File: src/rtl/tcce_addr_unit.sv
`timescale 1ns / 1ps
// ----------------------------------------------------------------------------
// tcce_addr_unit: cursor to linear cell index
// one 8x8 multiply plus add, shared by the cell write and the position report
// ----------------------------------------------------------------------------
module tcce_addr_unit #(
  parameter int COLUMNS = 80
) (
  input  logic [7:0]  row,
  input  logic [7:0]  col,
  output logic [15:0] index
);

  logic [15:0] prod;

  assign prod  = {8'd0, row} * 16'(COLUMNS);
  // wraps to 16 bits like the reported position
  assign index = prod + {8'd0, col};

endmodule

File: config.mk
export PLATFORM = sky130hd
export DESIGN_NAME = tcce_addr_unit
export DESIGN_NICKNAME = d
export VERILOG_FILES = /design/src/rtl/tcce_addr_unit.sv
export SDC_FILE = /design/constraint.sdc
export NUM_CORES = 1
export LEC_CHECK = 0
export BUFFER_PORTS_ARGS = -buffer_cell sky130_fd_sc_hd__buf_2
export CAP_MARGIN = 10
export CORE_MARGIN = 5
export CORE_UTILIZATION = 40
export DETAILED_ROUTE_END_ITERATION = 12
export PLACE_DENSITY = 0.81
export SLEW_MARGIN = 10
export SYNTH_ARGS = -nofsm -noshare
export SYNTH_HDL_FRONTEND = slang
export SYNTH_SLANG_ARGS = --single-unit
File: constraint.sdc
create_clock -name vclk -period 3.55
set_input_delay 0.5325 -clock vclk [all_inputs]
set_output_delay 0.5325 -clock vclk [all_outputs]
set_load 0.05 [all_outputs]
==> impl_metrics.tcl <==
set metrics [dict create \
    status "complete, no violations" \
    worstPathRequired_ps 3020 \
    nClkBuffers 0 \
    post-place-cells 135 \
    num_antenna_cells 0 \
    start_util_pct 42.22 \
    hold_viol_final 0 \
    ios 32 \
    wl_um 1721 \
    dp_hpwl_um 1482 \
    power_density_nw_per_um2 373.2 \
    netlist_instances 88 \
    cp_top_family "adder cells" \
    path_cells "buf_2 > ha_1 > ha_1 > fa_2 > xor2_2 > o2111ai_2 > nor4_4 > buf_4 > xor2_2 > clkbuf_4" \
    finalWeightedCongestion 0.7598 \
    design.seq.count 0 \
    ant_nets 0 \
    finalPower_uw 345.5 \
    tns_ps 0 \
    final_cells 137 \
    path_max_fanout 3 \
    synth_area_leaders "ha_1 (27%), xnor2_1 (7.1%), fa_1 (5.4%)" \
    synth.cells.most_frequent "ha_1 (16), inv_1 (6), xnor2_1 (6)" \
    die_w_um 52.93 \
    overflow 0 \
    portBuffers 23 \
    yosysMostFrequentCell "ha_1" \
    ys_seq_area_share_pct 0 \
    via_per_inst 5.416 \
    min_period_ps 3394 \
    drt_iter0_drc 12 \
    crit_cells 10 \
    core_region_area_um2 1745 \
    antenna_found_initial 0 \
    die_area_um2 2801 \
    max_freq_mhz 294.6 \
    grt_pass1_wl_um 2932 \
    synth.distinct_cells 34 \
    period_share_pct 95.62 \
    cp_slowest_stage_delay_ps 380 \
    setup_viol 0 \
    p_leak_nw 0.4452 \
    row_count 15 \
    crit_arrival_ps 2860 \
    track_usage_pct 13.20 \
    drcViolationCount 0 \
    yosys_warnings 0 \
    critPathLaunchType "primary input" \
    drive_above_1_share_pct 38.39 \
    worstSetupEndpointType "output pin" \
    grt_setup_unrepaired "false" \
    firstDrtPassIters 4 \
    postSynthAreaPerCell_um2 8.375 \
    wire_per_inst_um 12.56 \
    path_class "in2out" \
    yosysTopAreaCellShare_pct 27.16 \
    seq_area_um2 0 \
    grt_max_degree 9 \
    die_h_um 52.93 \
    drv_cap 0 \
    ctsHoldBuffers 0 \
    synth_top_area_cell "ha_1" \
    vias 742 \
    irDropWorstVdd_uv 302.1 \
    worst-path-buf-inv 3 \
    nets 148 \
    cp_slowest_cell "fa_2" \
    area_growth_pct 25.64 \
    startpoint "row[1]" \
    worstSetupEndpoint "index[12]" \
    slew_violations 0 \
    synth.net_count 122 \
    grt_pass1_vias 715 \
    syn_area_um2 737.0 \
    hold_class "in2out" \
]
logic make-up (layout without fill, tap and decap cells):
logic type,count (synthesis),in the layout,share of synthesized area (%)
and+or+nand+nor,27,27,22.92
AOI/OAI and AO/OA,22,22,24.11
adders and majority gates,18,18,32.60
buffers and inverters,11,35,8.150
xor gates and xnor gates,9,9,11.72
other,1,1,0.5088
cell usage in the layout (no fill, tap or decap), drive strengths merged, types with 2 or more instances in the layout:
master,netlist,layout
nand2,3,3
nand2b,2,2
xor2,3,3
nor3b,2,2
fa,2,2
o21ai,4,4
nor2b,3,3
buf,5,27
o311ai,2,2
a211oi,3,3
nand4,4,4
xnor2,6,6
ha,16,16
or2,4,4
a21oi,2,2
o22ai,2,2
inv,6,6
nor2,5,5
a221oi,2,2
clkbuf,0,2
report_power, final:
part	switching [mW]	internal (mW)	leakage, nW
combinational	0.229	0.117	0.445
sequential	0	0	0
clock	0	0	0
total	0.229	0.117	0.445
cell type report:
| type | instances | area [µm²] |
|---|---|---|
| tap | 25 | 31.28 |
| timing repair buffer | 29 | 171.4 |
| multi-input combinational | 77 | 700.7 |
| fill | 165 | 819.5 |
| inverter | 6 | 22.52 |
metrics by stage:
step | util, % | cell area, µm² | hold slack [ps] | setup WS (ps)
5_1_grt | 53.05 | 925.9 | 1065 | 47.77
4_1_cts | 51.47 | 898.4 | 1065 | 10.84
6_report | 53.05 | 925.9 | 1065 | 155.6
2_1_floorplan | - | 752.0 | 1232 | 78.07
3_3_place_gp | 51.04 | 890.9 | 1065 | 76.21
3_5_place_dp | 51.04 | 890.9 | 1065 | -4.240
how the worst min path moves through the flow:
| stage | slack (ps) | depth (start not counted) | startpoint | to |
|---|---|---|---|---|
| finish | 1070 | 0 | col[3] | index[3] |
| global route | 1070 | 0 | col[3] | index[3] |
| CTS | 1070 | 0 | col[0] | index[0] |
| detailed placement | 1070 | 0 | col[0] | index[0] |
| global placement | 1070 | 0 | col[0] | index[0] |
| floorplan | 1230 | 1 | col[0] | index[0] |
what timing repair did:
action	in CTS	in global routing
pin swaps	1	3
endpoints found under the setup margin	1	4
setup buffers	1	1
endpoints found under the hold margin	0	0
resized for setup	0	7
gates cloned	0	0
layer usage:
metal | routed length (µm) | global-route usage, % | share of wire, % | vias up
met5 | 0 | 0 | 0 | -
met4 | 0 | 0.8511 | 0 | 0
met3 | 113 | 2.535 | 6.6 | 0
met2 | 884 | 23.97 | 51 | 24
met1 | 723 | 16.61 | 42 | 343
li1 | - | - | - | 375
No activity file was read; power rests on OpenSTA's default activity.
